File: src/sv/psc_pkg.sv
// ----------------------------------------------------------------------------
// psc_pkg
// Payload types, register map, fixed-point constants and the microprogram
// of the PID steering controller.
// ----------------------------------------------------------------------------
`timescale 1ns / 1ps

package psc_pkg;

  localparam int SAMPLE_BITS = 10;
  localparam int TURN_BITS   = 9;
  localparam int CFG_W       = 16;
  localparam int CFG_IDX_W   = 3;
  localparam int RATE_W      = 14;

  // fixed-point positions: integral is Q.17, final sum is Q.29
  localparam int INT_FRAC    = 17;
  localparam int OUT_FRAC    = 29;
  localparam int TURN_LIMIT  = 200;

  localparam logic [CFG_IDX_W-1:0] CFG_GAIN_P      = 3'd0;
  localparam logic [CFG_IDX_W-1:0] CFG_GAIN_I      = 3'd1;
  localparam logic [CFG_IDX_W-1:0] CFG_GAIN_D      = 3'd2;
  localparam logic [CFG_IDX_W-1:0] CFG_PERIOD_FRAC = 3'd3;
  localparam logic [CFG_IDX_W-1:0] CFG_RATE        = 3'd4;

  localparam logic [CFG_W-1:0]  GAIN_P_RST = 16'd1229;
  localparam logic [CFG_W-1:0]  GAIN_I_RST = 16'd819;
  localparam logic [CFG_W-1:0]  GAIN_D_RST = 16'd0;
  localparam logic [CFG_W-1:0]  PERIOD_RST = 16'd262;
  localparam logic [RATE_W-1:0] RATE_RST   = 14'd250;

  typedef struct packed {
    logic [SAMPLE_BITS-1:0] sample_value;
    logic [SAMPLE_BITS-1:0] target_value;
  } psc_in_t;

  typedef struct packed {
    logic signed [TURN_BITS-1:0] turn_value;
    logic                        was_clamped;
  } psc_out_t;

  // multiplier operand selects
  localparam logic [2:0] MUL_EP  = 3'd0;  // (e + prev) * period
  localparam logic [2:0] MUL_P   = 3'd1;  // e * gain_p
  localparam logic [2:0] MUL_DR  = 3'd2;  // (e - prev) * rate
  localparam logic [2:0] MUL_D   = 3'd3;  // product * gain_d
  localparam logic [2:0] MUL_ILO = 3'd4;  // integral low half * gain_i
  localparam logic [2:0] MUL_IHI = 3'd5;  // integral high half * gain_i

  // accumulator operations
  localparam logic [2:0] ACC_NOP    = 3'd0;
  localparam logic [2:0] ACC_INTEG  = 3'd1;  // saturating integral update
  localparam logic [2:0] ACC_LOAD_Q = 3'd2;  // acc = product << INT_FRAC
  localparam logic [2:0] ACC_ADD_Q  = 3'd3;  // acc += product << INT_FRAC
  localparam logic [2:0] ACC_ADD    = 3'd4;  // acc += product
  localparam logic [2:0] ACC_ADD_HI = 3'd5;  // acc += product << low half width
  localparam logic [2:0] ACC_ROUND  = 3'd6;  // add rounding bias, latch clamp flags

  localparam logic JMP_NEXT = 1'b0;
  localparam logic JMP_DONE = 1'b1;  // emit when output is free, else hold

  localparam int STEP_W = 4;

  typedef struct packed {
    logic [2:0] mul_op;
    logic [2:0] acc_op;
    logic       jmp;
  } psc_uword_t;

  function automatic psc_uword_t psc_ucode(input logic [STEP_W-1:0] step);
    psc_uword_t uw;
    unique case (step)
      4'd0:    uw = '{mul_op: MUL_EP,  acc_op: ACC_NOP,    jmp: JMP_NEXT};
      4'd1:    uw = '{mul_op: MUL_P,   acc_op: ACC_INTEG,  jmp: JMP_NEXT};
      4'd2:    uw = '{mul_op: MUL_DR,  acc_op: ACC_LOAD_Q, jmp: JMP_NEXT};
      4'd3:    uw = '{mul_op: MUL_D,   acc_op: ACC_NOP,    jmp: JMP_NEXT};
      4'd4:    uw = '{mul_op: MUL_ILO, acc_op: ACC_ADD_Q,  jmp: JMP_NEXT};
      4'd5:    uw = '{mul_op: MUL_IHI, acc_op: ACC_ADD,    jmp: JMP_NEXT};
      4'd6:    uw = '{mul_op: MUL_EP,  acc_op: ACC_ADD_HI, jmp: JMP_NEXT};
      4'd7:    uw = '{mul_op: MUL_EP,  acc_op: ACC_ROUND,  jmp: JMP_NEXT};
      default: uw = '{mul_op: MUL_EP,  acc_op: ACC_NOP,    jmp: JMP_DONE};
    endcase
    return uw;
  endfunction

endpackage

File: src/sv/pid_steering_controller.sv
// ----------------------------------------------------------------------------
// pid_steering_controller
// PID steering controller with trapezoidal integral, clamp and rounding.
// ----------------------------------------------------------------------------
// Usage:
//   Input channel in_valid / in_stall / in_data carries one sensor sample and
//   its target per transaction. Result channel out_valid / out_stall /
//   out_data returns one steering command and a clamp flag per input.
//   Gains, period and rate are written through cfg_we / cfg_index /
//   cfg_wdata while the block is idle.
//   A new input is taken only when the previous item has finished; a
//   microprogram of nine steps drives one shared 17-bit by 26-bit multiplier
//   through six products, the accumulation and the rounding.
//   Reset (rst_n low, synchronous) restores register defaults and clears the
//   previous error, the integral and the output valid flag.
//   A stalled result holds in the output register while the next input is
//   computed; that item then waits in its last step until the register frees.
// ----------------------------------------------------------------------------
`timescale 1ns / 1ps

module pid_steering_controller #(
  parameter int INTEGRAL_BITS = 40
) (
  input  logic                                  clk,
  input  logic                                  rst_n,
  input  logic                                  in_valid,
  output logic                                  in_stall,
  input  psc_pkg::psc_in_t                      in_data,
  output logic                                  out_valid,
  input  logic                                  out_stall,
  output psc_pkg::psc_out_t                     out_data,
  input  logic                                  cfg_we,
  input  logic [psc_pkg::CFG_IDX_W-1:0]         cfg_index,
  input  logic [psc_pkg::CFG_W-1:0]             cfg_wdata
);
  import psc_pkg::*;

  localparam int SB    = SAMPLE_BITS;
  localparam int EW    = SB + 1;
  localparam int IB    = INTEGRAL_BITS;
  localparam int LO_W  = IB / 2;
  localparam int HI_W  = IB - LO_W;
  localparam int AW    = CFG_W + 1;
  localparam int MB_A  = (SB + 16 > LO_W + 1) ? SB + 16 : LO_W + 1;
  localparam int MB    = (MB_A > HI_W) ? MB_A : HI_W;
  localparam int PW    = AW + MB;
  localparam int SW    = ((IB > PW) ? IB : PW) + 1;
  localparam int ACC_W = (IB + 18 > SB + 51) ? IB + 18 : SB + 51;

  localparam logic signed [ACC_W-1:0] LIM_POS  = ACC_W'(TURN_LIMIT) <<< OUT_FRAC;
  localparam logic signed [ACC_W-1:0] LIM_NEG  = -LIM_POS;
  localparam logic signed [ACC_W-1:0] HALF_POS = ACC_W'(1) <<< (OUT_FRAC - 1);
  localparam logic signed [ACC_W-1:0] HALF_NEG = HALF_POS - ACC_W'(1);
  localparam logic signed [IB-1:0]    INT_MAX  = {1'b0, {(IB - 1){1'b1}}};
  localparam logic signed [IB-1:0]    INT_MIN  = {1'b1, {(IB - 1){1'b0}}};
  localparam logic signed [TURN_BITS-1:0] TURN_POS = TURN_BITS'(TURN_LIMIT);
  localparam logic signed [TURN_BITS-1:0] TURN_NEG = -TURN_POS;

  logic [CFG_W-1:0]        gain_p_r, gain_p_nxt;
  logic [CFG_W-1:0]        gain_i_r, gain_i_nxt;
  logic [CFG_W-1:0]        gain_d_r, gain_d_nxt;
  logic [CFG_W-1:0]        period_r, period_nxt;
  logic [RATE_W-1:0]       rate_r, rate_nxt;

  logic                    busy_r, busy_nxt;
  logic [STEP_W-1:0]       step_r, step_nxt;
  logic                    out_valid_r, out_valid_nxt;
  psc_out_t                out_data_r, out_data_nxt;

  logic signed [EW-1:0]    err_r, err_nxt;
  logic signed [EW-1:0]    prev_r, prev_nxt;
  logic signed [IB-1:0]    integ_r, integ_nxt;
  logic signed [PW-1:0]    prod_r, prod_nxt;
  logic signed [ACC_W-1:0] acc_r, acc_nxt;
  logic                    clamp_hi_r, clamp_hi_nxt;
  logic                    clamp_lo_r, clamp_lo_nxt;

  psc_uword_t              uw;
  logic                    in_take;
  logic                    out_free;
  logic signed [EW:0]      err_sum;
  logic signed [EW:0]      err_diff;
  logic signed [AW-1:0]    mul_a;
  logic signed [MB-1:0]    mul_b;
  logic signed [PW-1:0]    mul_p;
  logic signed [SW-1:0]    int_sum;
  logic                    int_ovf;

  assign uw       = psc_ucode(step_r);
  assign in_stall = busy_r;
  assign in_take  = in_valid && !busy_r;
  assign out_free = !out_valid_r || !out_stall;
  assign out_valid = out_valid_r;
  assign out_data  = out_data_r;

  assign err_sum  = EW'(err_r) + EW'(prev_r) + (EW + 1)'(0);
  assign err_diff = (EW + 1)'(err_r) - (EW + 1)'(prev_r);

  always_comb begin
    unique case (uw.mul_op)
      MUL_EP: begin
        mul_a = $signed({1'b0, period_r});
        mul_b = MB'(err_sum);
      end
      MUL_P: begin
        mul_a = $signed({1'b0, gain_p_r});
        mul_b = MB'(err_r);
      end
      MUL_DR: begin
        mul_a = $signed({{(AW - RATE_W){1'b0}}, rate_r});
        mul_b = MB'(err_diff);
      end
      MUL_D: begin
        mul_a = $signed({1'b0, gain_d_r});
        mul_b = $signed(prod_r[MB-1:0]);
      end
      MUL_ILO: begin
        mul_a = $signed({1'b0, gain_i_r});
        mul_b = MB'($signed({1'b0, integ_r[LO_W-1:0]}));
      end
      MUL_IHI: begin
        mul_a = $signed({1'b0, gain_i_r});
        mul_b = MB'($signed(integ_r[IB-1:LO_W]));
      end
      default: begin
        mul_a = '0;
        mul_b = '0;
      end
    endcase
  end

  assign mul_p   = mul_a * mul_b;
  assign int_sum = SW'(integ_r) + SW'(prod_r);
  assign int_ovf = !(&int_sum[SW-1:IB-1]) && (|int_sum[SW-1:IB-1]);

  always_comb begin
    gain_p_nxt    = gain_p_r;
    gain_i_nxt    = gain_i_r;
    gain_d_nxt    = gain_d_r;
    period_nxt    = period_r;
    rate_nxt      = rate_r;
    busy_nxt      = busy_r;
    step_nxt      = step_r;
    out_valid_nxt = out_valid_r;
    out_data_nxt  = out_data_r;
    err_nxt       = err_r;
    prev_nxt      = prev_r;
    integ_nxt     = integ_r;
    prod_nxt      = prod_r;
    acc_nxt       = acc_r;
    clamp_hi_nxt  = clamp_hi_r;
    clamp_lo_nxt  = clamp_lo_r;

    if (cfg_we) begin
      unique case (cfg_index)
        CFG_GAIN_P:      gain_p_nxt = cfg_wdata;
        CFG_GAIN_I:      gain_i_nxt = cfg_wdata;
        CFG_GAIN_D:      gain_d_nxt = cfg_wdata;
        CFG_PERIOD_FRAC: period_nxt = cfg_wdata;
        CFG_RATE:        rate_nxt   = cfg_wdata[RATE_W-1:0];
        default: ;
      endcase
    end

    if (out_valid_r && !out_stall) begin
      out_valid_nxt = 1'b0;
    end

    if (in_take) begin
      err_nxt  = $signed({1'b0, in_data.sample_value}) - $signed({1'b0, in_data.target_value});
      busy_nxt = 1'b1;
      step_nxt = '0;
    end

    if (busy_r) begin
      prod_nxt = mul_p;

      unique case (uw.acc_op)
        ACC_NOP: ;
        ACC_INTEG: begin
          if (int_ovf) begin
            integ_nxt = int_sum[SW-1] ? INT_MIN : INT_MAX;
          end else begin
            integ_nxt = int_sum[IB-1:0];
          end
        end
        ACC_LOAD_Q: acc_nxt = ACC_W'(prod_r) <<< INT_FRAC;
        ACC_ADD_Q:  acc_nxt = acc_r + (ACC_W'(prod_r) <<< INT_FRAC);
        ACC_ADD:    acc_nxt = acc_r + ACC_W'(prod_r);
        ACC_ADD_HI: acc_nxt = acc_r + (ACC_W'(prod_r) <<< LO_W);
        ACC_ROUND: begin
          clamp_hi_nxt = acc_r > LIM_POS;
          clamp_lo_nxt = acc_r < LIM_NEG;
          acc_nxt      = acc_r + (acc_r[ACC_W-1] ? HALF_NEG : HALF_POS);
        end
        default: ;
      endcase

      unique case (uw.jmp)
        JMP_NEXT: step_nxt = step_r + STEP_W'(1);
        JMP_DONE: begin
          if (out_free) begin
            out_valid_nxt            = 1'b1;
            out_data_nxt.was_clamped = clamp_hi_r || clamp_lo_r;
            priority if (clamp_hi_r) begin
              out_data_nxt.turn_value = TURN_POS;
            end else if (clamp_lo_r) begin
              out_data_nxt.turn_value = TURN_NEG;
            end else begin
              out_data_nxt.turn_value = acc_r[OUT_FRAC+TURN_BITS-1:OUT_FRAC];
            end
            prev_nxt = err_r;
            busy_nxt = 1'b0;
            step_nxt = '0;
          end
        end
        default: ;
      endcase
    end
  end

  always_ff @(posedge clk) begin
    if (!rst_n) begin
      gain_p_r    <= GAIN_P_RST;
      gain_i_r    <= GAIN_I_RST;
      gain_d_r    <= GAIN_D_RST;
      period_r    <= PERIOD_RST;
      rate_r      <= RATE_RST;
      busy_r      <= 1'b0;
      step_r      <= '0;
      out_valid_r <= 1'b0;
      prev_r      <= '0;
      integ_r     <= '0;
    end else begin
      gain_p_r    <= gain_p_nxt;
      gain_i_r    <= gain_i_nxt;
      gain_d_r    <= gain_d_nxt;
      period_r    <= period_nxt;
      rate_r      <= rate_nxt;
      busy_r      <= busy_nxt;
      step_r      <= step_nxt;
      out_valid_r <= out_valid_nxt;
      prev_r      <= prev_nxt;
      integ_r     <= integ_nxt;
    end
  end

  always_ff @(posedge clk) begin
    out_data_r <= out_data_nxt;
    err_r      <= err_nxt;
    prod_r     <= prod_nxt;
    acc_r      <= acc_nxt;
    clamp_hi_r <= clamp_hi_nxt;
    clamp_lo_r <= clamp_lo_nxt;
  end

endmodule

File: config.mk
export PLATFORM = sky130hd
export DESIGN_NAME = pid_steering_controller
export DESIGN_NICKNAME = d
export VERILOG_FILES = /design/src/sv/psc_pkg.sv /design/src/sv/pid_steering_controller.sv
export SDC_FILE = /design/constraint.sdc
export NUM_CORES = 2
export LEC_CHECK = 0
export ABC_AREA = 0
export BUFFER_PORTS_ARGS = -buffer_cell sky130_fd_sc_hd__buf_2
export CORE_MARGIN = 2
export CORE_UTILIZATION = 65
export CTS_CLUSTER_DIAMETER = 80
export DETAILED_ROUTE_END_ITERATION = 8
export PLACE_DENSITY_LB_ADDON = 0.1
export SLEW_MARGIN = 20
export SYNTH_ARGS = -nofsm -noshare
export SYNTH_HDL_FRONTEND = slang
export SYNTH_SLANG_ARGS = --single-unit
File: constraint.sdc
create_clock -name clk -period 10.95 [get_ports clk]
set_input_delay 2.19 -clock clk [delete_from_list [all_inputs] [get_ports clk]]
set_output_delay 2.19 -clock clk [all_outputs]
set_load 0.03 [all_outputs]
==> impl_metrics.yaml <==
global_route:
  antenna_found_initial: 2
  grt_pass1_vias: 33200
  grt_max_degree: 90
  overflow: 0
  grt.total_usage_pct: 38.2
  global_route_wire_length_before_repair_um: 181000
timing:
  transition_time_at_the_pin_with_the_least_slew_margin_ns: 1.19
  finalSetupViolations: 0
  holdWs_ns: 0.464
  post-route-min-period_ns: 10.17
  finalHoldViolations: 0
  slew-limit-headroom_pct: 20.9
  fmax_achieved_ghz: 0.0983
  timing.clock.skew_ns: 0.0301
  post-route-period-util_pct: 92.9
  setup_repair_after_global_routing_missed_its_margin: "false"
  drv_slew: 0
  setup_total_negative_slack_ns: 0
yosys:
  postSynthNetCount: 5416
  post_synth_and_or_nand_nor_area_fraction_pct: 17.5
  dominant_combinational_cell_family_by_area_after_synthesis: "adder cells"
  synth-main-ff-cell: "dfxtp_1"
  synth-adder-area-share_pct: 32.1
  synth_async_sr_flop_share_pct: 0
  yosys_warnings: 0
  synth.distinct_cells: 105
  yosysTopAreaCell: "fa_1"
  count_of_flip_flops_with_a_built_in_enable_after_synthesis: 127
  synth-compound-area-share_pct: 19.8
  yosysSeqAreaShare_pct: 17.3
  synth_area_leaders: "fa_1, ha_1, edfxtp_1"
  post_synth_mux_area_share_pct: 0.657
  postSynthRegisterBits: 268
  avgSynthCellArea_um2: 8.30
  synth_cells: 4633
  netlist.area_leader.share_pct: 21.4
  synthXorXnorAreaFrac_pct: 4.87
  post_synth_instance_area_um2: 38500
placed_design:
  port-buffer-count: 55
  gpl.final_weighted_congestion: 1.00
  dpl.hpwl_um: 89300
outcome:
  run_status: "finished clean"
floorplanning:
  number_of_primary_i_o_pins: 56
  num_rows: 89
  core-area_um2: 58800
  width_of_the_chip_um: 247
  initial_core_utilization_pct: 65.4
  die_y_um: 247
  floorplan.die_area_um2: 61100
route:
  drt_first_iter_violations: 3142
  dr_total_vias: 34000
  detail_route.first_pass.iterations: 9
  drc_errors: 0
  route.antenna.remaining_nets: 0
  post_drt_wl_per_cell_um: 21.6
  drt-vias-per-instance: 6.35
  wl_um: 116000
final_layout:
  multi_input_area_um2: 28900
  mostFrequentLayoutCells: "nand2_1, inv_1, fa_1"
  layout-drive-gt1-share_pct: 5.84
  final_common_cell: "nand2_1"
  areaGrowthSynthToFinish_pct: 5.36
  final_util_pct: 68.9
  final_net_count: 5347
  register_area_um2: 6640
  fillCellCount: 5015
critical_path:
  reg2regPathDepth: 35
  setup.worst_path.start: "err_r[1]"
  critical-path-slowest-cell: "nand4_1"
  timing.critical_path.buf_inv: 5
  crit_path_end: "prod_r[41]"
  timing_worst_setup_path_type: "reg2reg"
  arrival_ns: 10.47
  setup.worst_path.end_class: "flop"
  worstSetupPathDepth: 35
  reg2reg_to: "prod_r[41]"
  worst_r2r_startpoint: "err_r[1]"
  crit_family: "adder cells"
  crit_path_max_incr_delay_ns: 0.60
  crit_path_frequent_cell: "fa_1"
  worst_setup_path_start_kind: "flop"
  crit_required_ns: 11.25
  timing.critical_path.fanout_max: 17
  ff2ff_setup_slack_ns: 0.78
clocking:
  clkSinkCount: 268
  clock_tree_from_tritoncts: "yes"
  cts_htree_levels: 2
  clk_latency_worst_skew_pair_ns: 0.57
  cts-buffers-inserted: 35
  clk_pin_slew_worst_paths_ns: 0.06
  cts_buffer_depth: 3
  cts_root_cell: "clkbuf_16"
pwr:
  vdd.ir_drop.worst_mv: 0.313
  power.density_nw_per_um2: 303
  design_power_total_mw: 12.3
  cellLeakagePower_nw: 18.4
flow_run:
  cap_viol_max_count: 0
hold_path:
  hold_class: "reg2reg"
per-layer routing:
layer / vias to the layer above / share of wire [%] / global-route usage (%) / wire length [um]
met5: - / 0 / 0 / 0
met4: 0 / 4.9 / 16.3 / 5690
met3: 314 / 9.7 / 6.95 / 11200
met2: 1636 / 45 / 61.7 / 52200
met1: 16500 / 40 / 50.5 / 46500
li1: 15600 / - / - / -
where the power goes:
group          internal, mW  leakage, nW  switching (mW)
Combinational          3.81         15.6            5.47
Clock                 0.666        0.550           0.496
Sequential             1.49         2.29           0.351
Yosys cell counts (64+ instances only):
cell	n
fa_1	412
ha_1	327
o21ai_0	191
nor2_1	291
dfxtp_1	141
nand4_1	64
xor2_1	86
a21boi_0	75
and2_1	69
a21oi_1	281
nand3_1	77
a21o_1	135
nand2_1	699
xnor2_1	128
inv_1	574
edfxtp_1	127
clkbuf_1	186
layout make-up:
type,instances,area share (%)
Inverter,574,5.32
Timing Repair Buffer,113,1.76
Antenna cell,1,0.00617
Multi-Input combinational cell,3572,71.3
Sequential cell,268,16.4
Clock buffer,43,2.41
Tap cell,773,2.39
Clock inverter,21,0.407
through the flow:
stage / area [um2] / instances / worst slack [ns]
CTS: 40500 / 5364 / 0.554
finish: 40500 / 5365 / 0.780
detailed placement: 39400 / 5300 / 0.606
floorplan: 38500 / 4633 / 2.23
global placement: 39400 / 5298 / 0.856
global route: 40500 / 5364 / 0.0445
how the worst min path moves through the flow:
stage	start	endpoint	slack, ns	cells after the start
floorplan	gain_i_r[0]	gain_i_r[0]	0.44	2
global route	rate_r[3]	rate_r[3]	0.48	2
detailed placement	period_r[8]	period_r[8]	0.45	2
finish	period_r[12]	period_r[12]	0.46	2
global placement	rate_r[3]	rate_r[3]	0.45	2
CTS	period_r[12]	period_r[12]	0.47	2
cells by family (layout without fill, tap and decap cells):
logic type,count (synthesis),in the layout
and+or+nand+nor,1480,1480
xor gates and xnor gates,214,214
DFF,268,268
other,0,1
buffers and inverters,793,751
adders and majority gates,739,739
muxes,25,25
AOI/OAI and AO/OA,1114,1114
tightest hold or removal path, cell delays in order (launching register included):
cell      delay, ns
dfxtp_1        0.31
nand2_1        0.05
a21boi_0       0.06
timing repair:
action,in CTS,in global routing
buffers inserted,0,0
hold buffers,0,0
setup endpoints to repair,0,2
gates resized for setup,0,1
sequential cells by signal, summed over array words and instances (netlist names), named ones only:
signal / count
gain_p_r: 16
period_r: 16
clamp_lo_r: 1
gain_d_r: 16
rate_r: 14
integ_r: 40
step_r: 4
out_valid: 1
gain_i_r: 16
prev_r: 11
prod_r: 43
err_r: 11
out_data: 10
in_stall: 1
acc_r: 61
clamp_hi_r: 1
Note: power is estimated with default switching activity, not from simulation.
